File: src/design/sma_pkg.sv
// sma_pkg: shared constants, opcode and status codes, and the
// controller/datapath command and status structs for the stack machine alu.
// No dependencies.
`default_nettype none

package sma_pkg;

   localparam int STACK_DEPTH = 16;
   localparam int DATA_W      = 32;
   localparam int OP_W        = 3;
   localparam int STATUS_W    = 3;
   localparam int DEPTH_W     = 5;
   localparam int SP_W        = $clog2(STACK_DEPTH + 1);
   localparam int ADDR_W      = $clog2(STACK_DEPTH);
   localparam int DIV_CNT_W   = $clog2(DATA_W);

   typedef enum logic [OP_W-1:0] {
      OP_PUSH = 3'd0,
      OP_ADD  = 3'd1,
      OP_SUB  = 3'd2,
      OP_MUL  = 3'd3,
      OP_DIV  = 3'd4,
      OP_END  = 3'd5
   } op_type;

   typedef enum logic [STATUS_W-1:0] {
      STAT_OK        = 3'd0,
      STAT_ENDED     = 3'd1,
      STAT_DIVZERO   = 3'd2,
      STAT_UNDERFLOW = 3'd3,
      STAT_OVERFLOW  = 3'd4,
      STAT_REFUSED   = 3'd5
   } status_type;

   // controller to datapath
   typedef struct packed {
      logic       take;
      logic       push;
      logic       read_ops;
      logic       div_start;
      logic       div_step;
      logic       exec;
      logic       write_back;
      logic       pop2;
      logic       read_top;
      logic       rsp_load;
      op_type     op;
      status_type status;
   } sma_cmd_type;

   // datapath to controller
   typedef struct packed {
      logic full;
      logic lt2;
      logic b_zero;
      logic div_last;
   } sma_stat_type;

endpackage

`default_nettype wire

File: src/design/sma_controller.sv
// sma_controller: instruction sequencer, halt flag, status code and
// response valid. Drives the datapath by sma_cmd_type. Depends on sma_pkg.
`default_nettype none

module sma_controller import sma_pkg::*; (
   input  wire logic            clock,
   input  wire logic            reset,
   input  wire logic            req_valid,
   output logic                 req_ready,
   input  wire logic [OP_W-1:0] req_operation,
   output logic                 rsp_valid,
   input  wire logic            rsp_ready,
   input  wire sma_stat_type    stat,
   output sma_cmd_type          cmd
);

   typedef enum logic [2:0] {
      S_IDLE,
      S_DECODE,
      S_FETCH,
      S_DIV,
      S_EXEC,
      S_WRITE,
      S_DZTOP,
      S_RESPOND
   } state_type;

   state_type  state_ff, state_in;
   op_type     op_ff, op_in;
   status_type status_ff, status_in;
   logic       halted_ff, halted_in;
   logic       rsp_valid_ff, rsp_valid_in;

   always_comb begin
      state_in     = state_ff;
      op_in        = op_ff;
      status_in    = status_ff;
      halted_in    = halted_ff;
      rsp_valid_in = rsp_valid_ff && !rsp_ready;
      cmd          = '0;
      cmd.op       = op_ff;
      cmd.status   = status_ff;

      case (state_ff)
         S_IDLE: begin
            if (req_valid) begin
               op_in     = op_type'(req_operation);
               status_in = STAT_OK;
               cmd.take  = 1'b1;
               state_in  = S_DECODE;
            end
         end
         S_DECODE: begin
            state_in = S_RESPOND;
            if (halted_ff) begin
               status_in = STAT_REFUSED;
            end else if (op_ff == OP_PUSH) begin
               if (stat.full) begin
                  status_in = STAT_OVERFLOW;
                  halted_in = 1'b1;
               end else begin
                  cmd.push = 1'b1;
               end
            end else if (op_ff inside {OP_ADD, OP_SUB, OP_MUL, OP_DIV}) begin
               if (stat.lt2) begin
                  status_in = STAT_UNDERFLOW;
                  halted_in = 1'b1;
               end else begin
                  cmd.read_ops = 1'b1;
                  state_in     = S_FETCH;
               end
            end else if (op_ff == OP_END) begin
               status_in = STAT_ENDED;
               halted_in = 1'b1;
            end
            // unused opcodes fall through as a no-op
         end
         S_FETCH: begin
            if (op_ff != OP_DIV) begin
               state_in = S_EXEC;
            end else if (stat.b_zero) begin
               // operands are dropped, new top fetched from below them
               cmd.pop2  = 1'b1;
               status_in = STAT_DIVZERO;
               halted_in = 1'b1;
               state_in  = S_DZTOP;
            end else begin
               cmd.div_start = 1'b1;
               state_in      = S_DIV;
            end
         end
         S_DIV: begin
            cmd.div_step = 1'b1;
            if (stat.div_last) begin
               state_in = S_EXEC;
            end
         end
         S_EXEC: begin
            cmd.exec = 1'b1;
            state_in = S_WRITE;
         end
         S_WRITE: begin
            cmd.write_back = 1'b1;
            state_in       = S_RESPOND;
         end
         S_DZTOP: begin
            cmd.read_top = 1'b1;
            state_in     = S_RESPOND;
         end
         S_RESPOND: begin
            if (!rsp_valid_ff || rsp_ready) begin
               cmd.rsp_load = 1'b1;
               rsp_valid_in = 1'b1;
               state_in     = S_IDLE;
            end
         end
         default: begin
            state_in = S_IDLE;
         end
      endcase
   end

   always_ff @(posedge clock) begin
      if (reset) begin
         state_ff     <= S_IDLE;
         op_ff        <= OP_PUSH;
         status_ff    <= STAT_OK;
         halted_ff    <= 1'b0;
         rsp_valid_ff <= 1'b0;
      end else begin
         state_ff     <= state_in;
         op_ff        <= op_in;
         status_ff    <= status_in;
         halted_ff    <= halted_in;
         rsp_valid_ff <= rsp_valid_in;
      end
   end

   assign req_ready = (state_ff == S_IDLE);
   assign rsp_valid = rsp_valid_ff;

   a_halt_sticky: assert property (@(posedge clock) disable iff (reset)
      halted_ff |=> halted_ff)
      else $error("halt flag cleared without reset");

   a_rsp_slot_free: assert property (@(posedge clock) disable iff (reset)
      cmd.rsp_load |-> (!rsp_valid_ff || rsp_ready))
      else $error("response overwritten before it was taken");

   a_accept_decode: assert property (@(posedge clock) disable iff (reset)
      (req_valid && req_ready) |=> (state_ff == S_DECODE))
      else $error("accepted request not decoded");

   a_halted_refuses: assert property (@(posedge clock) disable iff (reset)
      (state_ff == S_DECODE && halted_ff) |=> (status_ff == STAT_REFUSED))
      else $error("request not refused while halted");

endmodule

`default_nettype wire

File: config.mk
export PLATFORM = sky130hd
export DESIGN_NAME = sma_controller
export DESIGN_NICKNAME = d
export VERILOG_FILES = /design/src/design/sma_pkg.sv /design/src/design/sma_controller.sv
export SDC_FILE = /design/constraint.sdc
export NUM_CORES = 1
export LEC_CHECK = 0
export BUFFER_PORTS_ARGS = -buffer_cell sky130_fd_sc_hd__buf_4
export CAP_MARGIN = 20
export CORE_MARGIN = 10
export CORE_UTILIZATION = 39
export CTS_CLUSTER_DIAMETER = 120
export DETAILED_ROUTE_END_ITERATION = 10
export GPL_TIMING_DRIVEN = 0
export PLACE_DENSITY = 0.76
export REMOVE_ABC_BUFFERS = 1
export SYNTH_ARGS = -nofsm -noshare
export SYNTH_HDL_FRONTEND = slang
export SYNTH_SLANG_ARGS = --single-unit
File: constraint.sdc
create_clock -name clock -period 1.5 [get_ports clock]
set_clock_uncertainty 0.15 [all_clocks]
set_input_delay 0.225 -clock clock [delete_from_list [all_inputs] [get_ports clock]]
set_output_delay 0.225 -clock clock [all_outputs]
set_load 0.01 [all_outputs]
==> flow_metrics.py <==
metrics = {
    "outcome": {
        "status": "finished, violations left",
        "violations": "negative setup slack",
    },
    "cells_and_area": {
        "finalNetCount": 142,
        "stdcell_count": 155,
        "diodes": 0,
        "multi_input_area_sq_um": 514,
        "drive_gt1_share_pct": 50.0,
        "area_growth_pct": 59.3,
        "regArea_sq_um": 243,
        "nFillCells": 145,
        "fin_util_pct": 64.8,
    },
    "power": {
        "ir_drop_mv": 0.693,
        "power_mw": 1.17,
        "p_per_area_mw_per_mm2": 1050,
        "leakage_nw": 0.472,
    },
    "timing": {
        "finalMaxSlewViolations": 0,
        "finalWorstSetupSlack_ps": -294,
        "worst_slew_pin_slew_ps": 388,
        "fmax_mhz": 557,
        "setup_viol": 10,
        "slew_headroom_pct": 74.1,
        "rsz0062_at_grt": "yes",
        "fin_crit_sh_pct": 120,
        "finalHoldViolations": 0,
        "min_period_ps": 1790,
    },
    "placed_design": {
        "gp_congestion": 0.854,
        "place_hpwl_um": 1580,
        "dp_cells": 144,
        "portBuffers": 28,
    },
    "worst_setup_path": {
        "r2r_cells": 4,
        "crit_start": "state_ff[0]",
        "crit_arrival_ps": 1420,
        "crit_end": "cmd[13]",
        "cp-start-kind": "register",
        "r2r_slack_ps": -240,
        "reg2reg_from": "op_ff[2]",
        "critPathRequiredTime_ps": 1120,
        "worstPathMaxFanout": 5,
        "end_kind": "output pin",
        "worstSetupPathType": "register to output pin",
        "worstReg2RegEnd": "status_ff[1]",
    },
    "synthesis": {
        "syn_inst": 99,
        "synth_mux_area_share_pct": 4.32,
        "yosys_register_bits": 11,
        "synth_compound_area_share_pct": 21.1,
        "synth_top_family_by_area": "simple AND/OR/NAND/NOR gates",
        "yosys_warnings": 0,
        "synth_xor_area_share_pct": 1.26,
        "synthDistinctLibCells": 30,
        "synth_area_per_cell_sq_um": 7.01,
        "ys_seq_area_share_pct": 31.7,
        "synthAdderAreaFrac_pct": 0,
        "synthSimpleGateAreaFrac_pct": 33.9,
        "syn_area_sq_um": 694,
    },
    "clock_network": {
        "htree_levels": 1,
        "cts.clk_slew.worst_paths_ps": 70,
        "cts_buffers": 3,
        "clk_latency_ps": 280,
        "clockBufferDepth": 2,
        "root_buffer": "clkbuf_4",
        "clock_sinks": 11,
        "cts_tree": "built",
    },
    "floorplan": {
        "die_h_um": 62.2,
        "std_cell_rows": 15,
        "floorplan.initialDensity_pct": 40.7,
        "core_area_sq_mm": 0.00171,
        "dieArea_sq_mm": 0.00387,
        "ios": 29,
        "die_w_um": 62.2,
    },
    "drt": {
        "ant_nets": 0,
        "drt_iter0_drc": 26,
        "avgRoutedWirePerCell_um": 15.1,
        "drc": 0,
        "detail_route.wirelength_um": 2340,
        "via_per_inst": 5.59,
        "dr.pass1.iters": 4,
        "num_vias": 867,
    },
    "global_route": {
        "overflow": 0,
        "grt_pass1_wl_um": 3910,
        "grtUsageTotal_pct": 12.1,
        "first_global_vias": 812,
        "antenna_found_initial": 0,
        "grt_start_max_net_pins": 20,
    },
    "min_path": {
        "min_path_type": "input pin to register",
    },
    "job": {
        "cap_violations": 0,
    },
}
==> repair_timing <==
action,CTS,global route
pin swaps,9,4
resized for setup,29,11
hold endpoints to repair,0,0
endpoints found under the setup margin,20,20
hold buffers,0,0
setup buffers,6,1
==> cell usage after synthesis, drive strengths merged <==
cell,number,area share (%)
and2,2,1.8
a211oi,1,1.1
a21oi,3,2.2
a2111oi,1,1.3
nand2,8,4.3
nand3,2,1.4
nor2b,2,1.8
dfxtp,11,32
buf,4,2.9
xor2,1,1.3
a31oi,2,1.8
and3,4,3.6
nand4,1,0.90
or3,2,1.8
o21ai,13,9.4
o32ai,1,1.3
a311oi,1,1.3
nand2b,1,0.90
o221a,1,1.6
nor4,2,1.8
clkbuf,4,2.2
or4,2,2.2
nor2,12,6.8
a211o,1,1.3
inv,5,2.7
nor3,9,6.5
mux2i,3,4.3
==> cell usage in the layout (no fill, tap or decap), types with 2 or more instances in the layout <==
cell type / count
buf_4: 33
nor2_1: 11
o21ai_0: 9
nand2_1: 6
dfxtp_4: 6
dfxtp_1: 5
nor3_1: 4
and3_1: 3
inv_1: 3
nor3_2: 3
a21oi_1: 3
mux2i_1: 3
clkbuf_4: 3
nand2_2: 2
or3_4: 2
o21ai_2: 2
nor3_4: 2
o21ai_1: 2
or4_1: 2
a31oi_1: 2
buf_6: 2
==> routing by layer <==
layer	GRT usage [%]	routed length, um	vias up
li1	-	-	425
met3	5.56	260	11
met4	7.43	91	0
met2	17.9	1060	48
met1	13.7	922	383
met5	0	0	-
==> critical path, stage by stage (launching register included) <==
cell and delay [ps]:
dfxtp_4 370, inv_4 40, or3_4 430, nor3_4 170, buf_6 140
==> cells by family (layout without fill, tap and decap cells) <==
family / count (synthesis) / in the layout
muxes: 3 / 3
buffers and inverters: 13 / 44
AOI/OAI and AO/OA: 24 / 24
and+or+nand+nor: 47 / 47
DFF: 11 / 11
xor gates and xnor gates: 1 / 1
==> power breakdown <==
part	switching, mW	leakage (nW)	internal, mW	total (mW)
clock	0.107	0.0150	0.103	0.210
combinational	0.256	0.363	0.261	0.516
sequential	0.0982	0.0941	0.342	0.440
==> worst min path at each step <==
stage / startpoint / to / slack, ps / cells after the start
after global placement: status_ff[2] / status_ff[2] / 290 / 2
after detailed placement: status_ff[2] / status_ff[2] / 300 / 2
after floorplan: reset / state_ff[1] / 140 / 1
after CTS: req_operation[2] / op_ff[2] / 40 / 3
after global routing: req_operation[0] / op_ff[0] / 50 / 3
final: req_operation[2] / op_ff[2] / 30 / 3
==> sequential cells by signal, indices dropped and copies added, names as in the netlist <==
signal	flops
op_ff	3
status_ff	3
state_ff	3
halted_ff	1
rsp_valid	1
==> per-stage QoR <==
stage	TNS [ps]	hold WS [ps]	instance area, sq um	setup WS [ps]
3_3_place_gp	-2750	293	901	-488
6_report	-1870	29.8	1110	-294
2_1_floorplan	-1860	144	659	-302
5_1_grt	-3220	46.6	1110	-345
4_1_cts	-1830	37.4	1060	-273
3_5_place_dp	-3070	298	901	-528
==> area by class of cell <==
class,instances,area share (%)
Tap cell,25,2.83
Multi-Input combinational cell,75,46.5
Clock buffer,4,2.38
Timing Repair Buffer,35,24.4
Inverter,5,1.92
Sequential cell,11,21.9
Note: power is estimated with default switching activity, not from simulation.
