### config.mk
export PLATFORM = sky130hd
export DESIGN_NAME = sma_datapath
export DESIGN_NICKNAME = d
export VERILOG_FILES = /design/src/design/sma_pkg.sv /design/src/design/sma_datapath.sv
export SDC_FILE = /design/constraint.sdc
export NUM_CORES = 2
export LEC_CHECK = 0
export BUFFER_PORTS_ARGS = -buffer_cell sky130_fd_sc_hd__buf_2
export CELL_PAD_IN_SITES_DETAIL_PLACEMENT = 1
export CELL_PAD_IN_SITES_GLOBAL_PLACEMENT = 2
export CORE_MARGIN = 2
export CORE_UTILIZATION = 42
export DETAILED_ROUTE_END_ITERATION = 10
export PLACE_DENSITY = 0.75
export REMOVE_ABC_BUFFERS = 1
export SYNTH_ARGS = -nofsm -noshare
export SYNTH_HDL_FRONTEND = slang
export SYNTH_SLANG_ARGS = --single-unit
### constraint.sdc
create_clock -name clock -period 7.05 [get_ports clock]
set_clock_uncertainty 0.15 [all_clocks]
set_input_delay 0 -clock clock [delete_from_list [all_inputs] [get_ports clock]]
set_output_delay 0 -clock clock [all_outputs]
set_load 0.005 [all_outputs]
### src/design/sma_pkg.sv
// sma_pkg: shared constants, opcode and status codes, and the
// controller/datapath command and status structs for the stack machine alu.
// No dependencies.
`default_nettype none

package sma_pkg;

   localparam int STACK_DEPTH = 16;
   localparam int DATA_W      = 32;
   localparam int OP_W        = 3;
   localparam int STATUS_W    = 3;
   localparam int DEPTH_W     = 5;
   localparam int SP_W        = $clog2(STACK_DEPTH + 1);
   localparam int ADDR_W      = $clog2(STACK_DEPTH);
   localparam int DIV_CNT_W   = $clog2(DATA_W);

   typedef enum logic [OP_W-1:0] {
      OP_PUSH = 3'd0,
      OP_ADD  = 3'd1,
      OP_SUB  = 3'd2,
      OP_MUL  = 3'd3,
      OP_DIV  = 3'd4,
      OP_END  = 3'd5
   } op_type;

   typedef enum logic [STATUS_W-1:0] {
      STAT_OK        = 3'd0,
      STAT_ENDED     = 3'd1,
      STAT_DIVZERO   = 3'd2,
      STAT_UNDERFLOW = 3'd3,
      STAT_OVERFLOW  = 3'd4,
      STAT_REFUSED   = 3'd5
   } status_type;

   // controller to datapath
   typedef struct packed {
      logic       take;
      logic       push;
      logic       read_ops;
      logic       div_start;
      logic       div_step;
      logic       exec;
      logic       write_back;
      logic       pop2;
      logic       read_top;
      logic       rsp_load;
      op_type     op;
      status_type status;
   } sma_cmd_type;

   // datapath to controller
   typedef struct packed {
      logic full;
      logic lt2;
      logic b_zero;
      logic div_last;
   } sma_stat_type;

endpackage

`default_nettype wire

### src/design/sma_datapath.sv
// sma_datapath: operand stack memory, stack pointer, alu with iterative
// divider, and the response payload register. Depends on sma_pkg.
`default_nettype none

module sma_datapath import sma_pkg::*; (
   input  wire logic                     clock,
   input  wire logic                     reset,
   input  wire logic signed [DATA_W-1:0] req_immediate,
   input  wire sma_cmd_type              cmd,
   output sma_stat_type                  stat,
   output logic [STATUS_W-1:0]           rsp_status,
   output logic signed [DATA_W-1:0]      rsp_top_value,
   output logic [DEPTH_W-1:0]            rsp_depth
);

   logic [DATA_W-1:0]    mem [STACK_DEPTH];
   logic [SP_W-1:0]      sp_ff, sp_in;
   logic [DATA_W-1:0]    imm_ff;
   logic [DATA_W-1:0]    top_ff;
   logic [DATA_W-1:0]    rd_a_ff, rd_b_ff;
   logic [DATA_W-1:0]    result_ff;
   logic [DATA_W-1:0]    rem_ff, quo_ff, divisor_ff;
   logic [DIV_CNT_W-1:0] div_cnt_ff;
   logic                 neg_ff;
   logic [STATUS_W-1:0]  rsp_status_ff;
   logic [DATA_W-1:0]    rsp_top_ff;
   logic [DEPTH_W-1:0]   rsp_depth_ff;

   logic [SP_W-1:0]       sp_m1, sp_m2;
   logic [ADDR_W-1:0]     addr_sp, addr_m1, addr_m2, wr_addr;
   logic                  wr_en;
   logic [DATA_W-1:0]     wr_data;
   logic [DATA_W-1:0]     mag_a, mag_b;
   logic [DATA_W:0]       trial, diff;
   logic [DATA_W-1:0]     product;
   logic [DATA_W-1:0]     alu_out;

   always_comb begin
      sp_m1   = sp_ff - SP_W'(1);
      sp_m2   = sp_ff - SP_W'(2);
      addr_sp = ADDR_W'(sp_ff);
      addr_m1 = ADDR_W'(sp_m1);
      addr_m2 = ADDR_W'(sp_m2);
      wr_en   = cmd.push | cmd.write_back;
      wr_addr = cmd.push ? addr_sp : addr_m2;
      wr_data = cmd.push ? imm_ff : result_ff;
   end

   always_comb begin
      sp_in = sp_ff;
      if (cmd.push) begin
         sp_in = sp_ff + SP_W'(1);
      end else if (cmd.write_back) begin
         sp_in = sp_m1;
      end else if (cmd.pop2) begin
         sp_in = sp_m2;
      end
   end

   always_ff @(posedge clock) begin
      if (reset) begin
         sp_ff <= '0;
      end else begin
         sp_ff <= sp_in;
      end
   end

   // stack memory, one write and two registered reads
   always_ff @(posedge clock) begin
      if (wr_en) begin
         mem[wr_addr] <= wr_data;
      end
      if (cmd.read_ops) begin
         rd_b_ff <= mem[addr_m1];
         rd_a_ff <= mem[addr_m2];
      end
      if (cmd.push) begin
         top_ff <= imm_ff;
      end else if (cmd.write_back) begin
         top_ff <= result_ff;
      end else if (cmd.read_top) begin
         top_ff <= mem[addr_m1];
      end
   end

   always_comb begin
      mag_a   = rd_a_ff[DATA_W-1] ? -rd_a_ff : rd_a_ff;
      mag_b   = rd_b_ff[DATA_W-1] ? -rd_b_ff : rd_b_ff;
      trial   = {rem_ff, quo_ff[DATA_W-1]};
      diff    = trial - {1'b0, divisor_ff};
      product = rd_a_ff * rd_b_ff;
      case (cmd.op)
         OP_ADD:  alu_out = rd_a_ff + rd_b_ff;
         OP_SUB:  alu_out = rd_a_ff - rd_b_ff;
         OP_MUL:  alu_out = product;
         OP_DIV:  alu_out = neg_ff ? -quo_ff : quo_ff;
         default: alu_out = '0;
      endcase
   end

   // restoring divider on magnitudes, one quotient bit a cycle
   always_ff @(posedge clock) begin
      if (cmd.take) begin
         imm_ff <= req_immediate;
      end
      if (cmd.div_start) begin
         rem_ff     <= '0;
         quo_ff     <= mag_a;
         divisor_ff <= mag_b;
         neg_ff     <= rd_a_ff[DATA_W-1] ^ rd_b_ff[DATA_W-1];
         div_cnt_ff <= DIV_CNT_W'(DATA_W - 1);
      end else if (cmd.div_step) begin
         div_cnt_ff <= div_cnt_ff - DIV_CNT_W'(1);
         if (!diff[DATA_W]) begin
            rem_ff <= diff[DATA_W-1:0];
            quo_ff <= {quo_ff[DATA_W-2:0], 1'b1};
         end else begin
            rem_ff <= trial[DATA_W-1:0];
            quo_ff <= {quo_ff[DATA_W-2:0], 1'b0};
         end
      end
      if (cmd.exec) begin
         result_ff <= alu_out;
      end
      if (cmd.rsp_load) begin
         rsp_status_ff <= cmd.status;
         rsp_top_ff    <= (sp_ff == '0) ? '0 : top_ff;
         rsp_depth_ff  <= DEPTH_W'(sp_ff);
      end
   end

   always_comb begin
      stat.full     = (sp_ff == SP_W'(STACK_DEPTH));
      stat.lt2      = (sp_ff < SP_W'(2));
      stat.b_zero   = (rd_b_ff == '0);
      stat.div_last = (div_cnt_ff == '0);
   end

   assign rsp_status    = rsp_status_ff;
   assign rsp_top_value = rsp_top_ff;
   assign rsp_depth     = rsp_depth_ff;

   a_sp_bound: assert property (@(posedge clock) disable iff (reset)
      sp_ff <= SP_W'(STACK_DEPTH))
      else $error("stack pointer beyond depth");

   a_push_room: assert property (@(posedge clock) disable iff (reset)
      cmd.push |-> !stat.full)
      else $error("push issued on a full stack");

   a_pop_room: assert property (@(posedge clock) disable iff (reset)
      (cmd.write_back || cmd.pop2) |-> !stat.lt2)
      else $error("pop issued with fewer than two entries");

endmodule

`default_nettype wire

==> results.yml <==
run_status:
  outcome: "finished with violations"
  violations: "setup timing"
clock_tree:
  insertion_delay_ns: 0.71
  cts_root_buf: "clkbuf_16"
  cts_buffers: 91
  cts_tree: "built"
  h-tree-depth: 3
  clk_path_buf_depth: 3
  clkSlewWorstSetupHoldPaths_ns: 0.06
  clock-sinks: 819
logic_synthesis:
  ys_seq_area_share_pct: 42.8
  netlist_area_mm2: 0.0565
  synth-adder-area-share_pct: 18.9
  ys_warn_count: 0
  synth_simple_gate_area_share_pct: 9.93
  async_flop_share_pct: 0
  synth_top_family_by_area: "adder cells"
  synth_edf_count: 777
  synth_xor_area_share_pct: 3.98
  synthCells: 4425
  synthDistinctLibCells: 83
  muxShareOfSynthArea_pct: 13.5
  avgSynthCellArea_um2: 12.8
  ys_ff_latch: 819
  synth-main-ff-cell: "edfxtp_1"
  synth_compound_area_share_pct: 5.98
critical_path:
  cp_common_cell: "fa_1"
  slowest_stage: "fa_1"
  crit_type: "flip-flop to flip-flop"
  worstRegToRegCells: 27
  crit_required_ns: 7.30
  path_max_fanout: 7
  start_kind: "flip-flop"
  crit_path_end_kind: "flip-flop"
  r2r_start: "rd_b_ff[3]"
  reg2reg_setup_slack_ns: -0.37
  critPathArrivalTime_ns: 7.67
  slowest_delay_ns: 0.61
  r2r-end: "result_ff[31]"
floorplanning:
  num_rows: 134
  start_util_pct: 42.3
  ios: 94
  dieArea_mm2: 0.138
  core_area_mm2: 0.134
  dieWidth_um: 371
  die_h_um: 371
sta:
  setup_ws_ns: -0.370
  fmaxAchievable_mhz: 135
  worst_pin_slew_ns: 1.15
  hold_viol: 0
  hold_ws_ns: 0.0849
  drv_slew: 0
  final.min_clock_period_ns: 7.42
  slew_headroom_pct: 23.6
  setup_viol: 14
  grt_setup_unrepaired: "true"
  period_share_pct: 105
detailed_routing:
  first_iter_violations: 3289
  ant_nets: 0
  avgRoutedWirePerCell_um: 27.4
  drt-total-wl_mm: 182
  vias_per_cell: 5.72
  dr_total_vias: 38100
  drtPass1Iterations: 8
  drc: 0
global_route:
  grt_pass1_vias: 41200
  grt_pass1_wl_mm: 273
  busiest_layer: "met2"
  grt_max_degree: 116
  antenna_found_initial: 11
  met1_usage_pct: 36.8
  grt_usage_pct: 27.0
  grt.overflow.total: 0
  grt_util_met3_pct: 4.00
  use_met2_pct: 45.2
placement:
  hpwl_mm: 128
  pre_cts_slack_ns: -0.489
  dpl_cell_area_mm2: 0.0614
  place_congestion: 0.889
  io_buffers: 93
cells_and_area:
  antenna_cells: 0
  layout.nets: 5466
  fillCellCount: 13500
  final_layout_size_suffix_gt1_share_pct: 22.5
  syn_to_final_growth_pct: 17.4
  fin_area_mm2: 0.0664
  final_util_pct: 49.7
  layout_common_cells: "edfxtp_1 (777), inv_1 (452), nand2_1 (409), fa_1 (396), buf_4 (324)"
  layout_commonest_cell: "edfxtp_1"
min_path:
  hold_end: "top_ff[0]"
  min_path_type: "input pin to flip-flop"
  worstHoldStart: "cmd[7]"
  min_path_cells: 3
run:
  maxCapViolCount: 0
==> state kept, by name (all words and copies together), names as in the netlist <==
name,count
sp_ff,5
top_ff,32
rd_b_ff,32
rsp_depth,5
neg_ff,1
rd_a_ff,32
div_cnt_ff,5
divisor_ff,32
rem_ff,32
mem,512
rsp_status,3
rsp_top_value,32
result_ff,32
imm_ff,32
quo_ff,32
==> cells in the mapped netlist (20+ instances only) <==
cell type | count | area share, %
and2_1 | 313 | 3.5
o21ai_0 | 159 | 1.4
xnor2_1 | 146 | 2.3
a311oi_1 | 22 | 0.34
buf_1 | 34 | 0.23
inv_1 | 469 | 3.1
fa_1 | 410 | 15
a21oi_1 | 107 | 0.95
dfxtp_1 | 42 | 1.5
xor2_1 | 109 | 1.7
mux2i_1 | 40 | 0.71
nor2_1 | 151 | 1.0
or3_1 | 22 | 0.24
o31ai_1 | 32 | 0.42
nor3_1 | 20 | 0.18
nand3_1 | 23 | 0.20
nor2b_1 | 52 | 0.58
nand2_1 | 411 | 2.7
nand2b_1 | 36 | 0.40
a21o_1 | 39 | 0.52
clkbuf_1 | 237 | 1.6
ha_1 | 197 | 4.4
mux4_2 | 320 | 13
edfxtp_1 | 777 | 41
==> critical path, delay by kind of cell (launching register included) <==
kind,cells,cell delay [ns]
AND/OR/NAND/NOR,3,0.32
flip-flops,1,0.43
AO/OA/AOI/OAI,5,0.77
adder cells (fa/ha/maj),9,4.19
XOR/XNOR,1,0.12
buffers and inverters,9,1.13
==> how the worst max path moves through the flow <==
stage                     cells after the start  startpoint             to  slack, ns
final                                        27  rd_b_ff[3]  result_ff[31]      -0.37
after global routing                         25  rd_b_ff[3]  result_ff[27]      -0.58
after CTS                                    25  rd_b_ff[2]  result_ff[29]      -0.33
after detailed placement                     25  rd_b_ff[2]  result_ff[27]      -0.49
after global placement                       26  rd_b_ff[2]  result_ff[27]      -0.35
after floorplan                               6    sp_ff[0]      top_ff[0]      -9.36
==> cell families after synthesis <==
family | Yosys count
adder cells (fa/ha/maj) | 607
buffers and inverters | 746
multiplexers | 362
AO/OA/AOI/OAI | 523
XOR/XNOR | 256
AND/OR/NAND/NOR | 1112
flip-flops | 819
==> per-stage QoR <==
step | setup TNS (ns) | instances
after CTS | -2.55 | 6630
after detailed placement | -3.54 | 6348
final | -3.16 | 6651
after floorplan | -4139.24 | 4148
after global placement | -2.51 | 6348
after global routing | -5.82 | 6651
==> timing repair <==
| action | in CTS | in global routing |
|---|---|---|
| buffers inserted | 28 | 22 |
| pin swaps | 74 | 91 |
| endpoints found under the setup margin | 13 | 18 |
| gates resized for setup | 80 | 95 |
| endpoints found under the hold margin | 253 | 0 |
| cloned | 1 | 2 |
| hold buffers | 89 | 0 |
==> cell type report <==
cell class	count	area, µm²	share of cell area [%]
clock buffers	112	2370	3.57
inverters	469	1760	2.65
well taps	1768	2210	3.33
clock inverters	55	567	0.854
repair buffers	568	4890	7.36
multi-input cells	2860	30400	45.8
flip-flops and latches	819	24200	36.4
==> layer usage <==
| layer | routed length (µm) | vias to the layer above |
|---|---|---|
| met5 | 34 | - |
| met4 | 5020 | 6 |
| met3 | 11300 | 275 |
| met2 | 89100 | 1230 |
| met1 | 76600 | 20100 |
| li1 | - | 16400 |
Power is left out: the tool's default activity adds up to more than one toggle a clock period on the data nets, which glitch-free logic cannot reach.
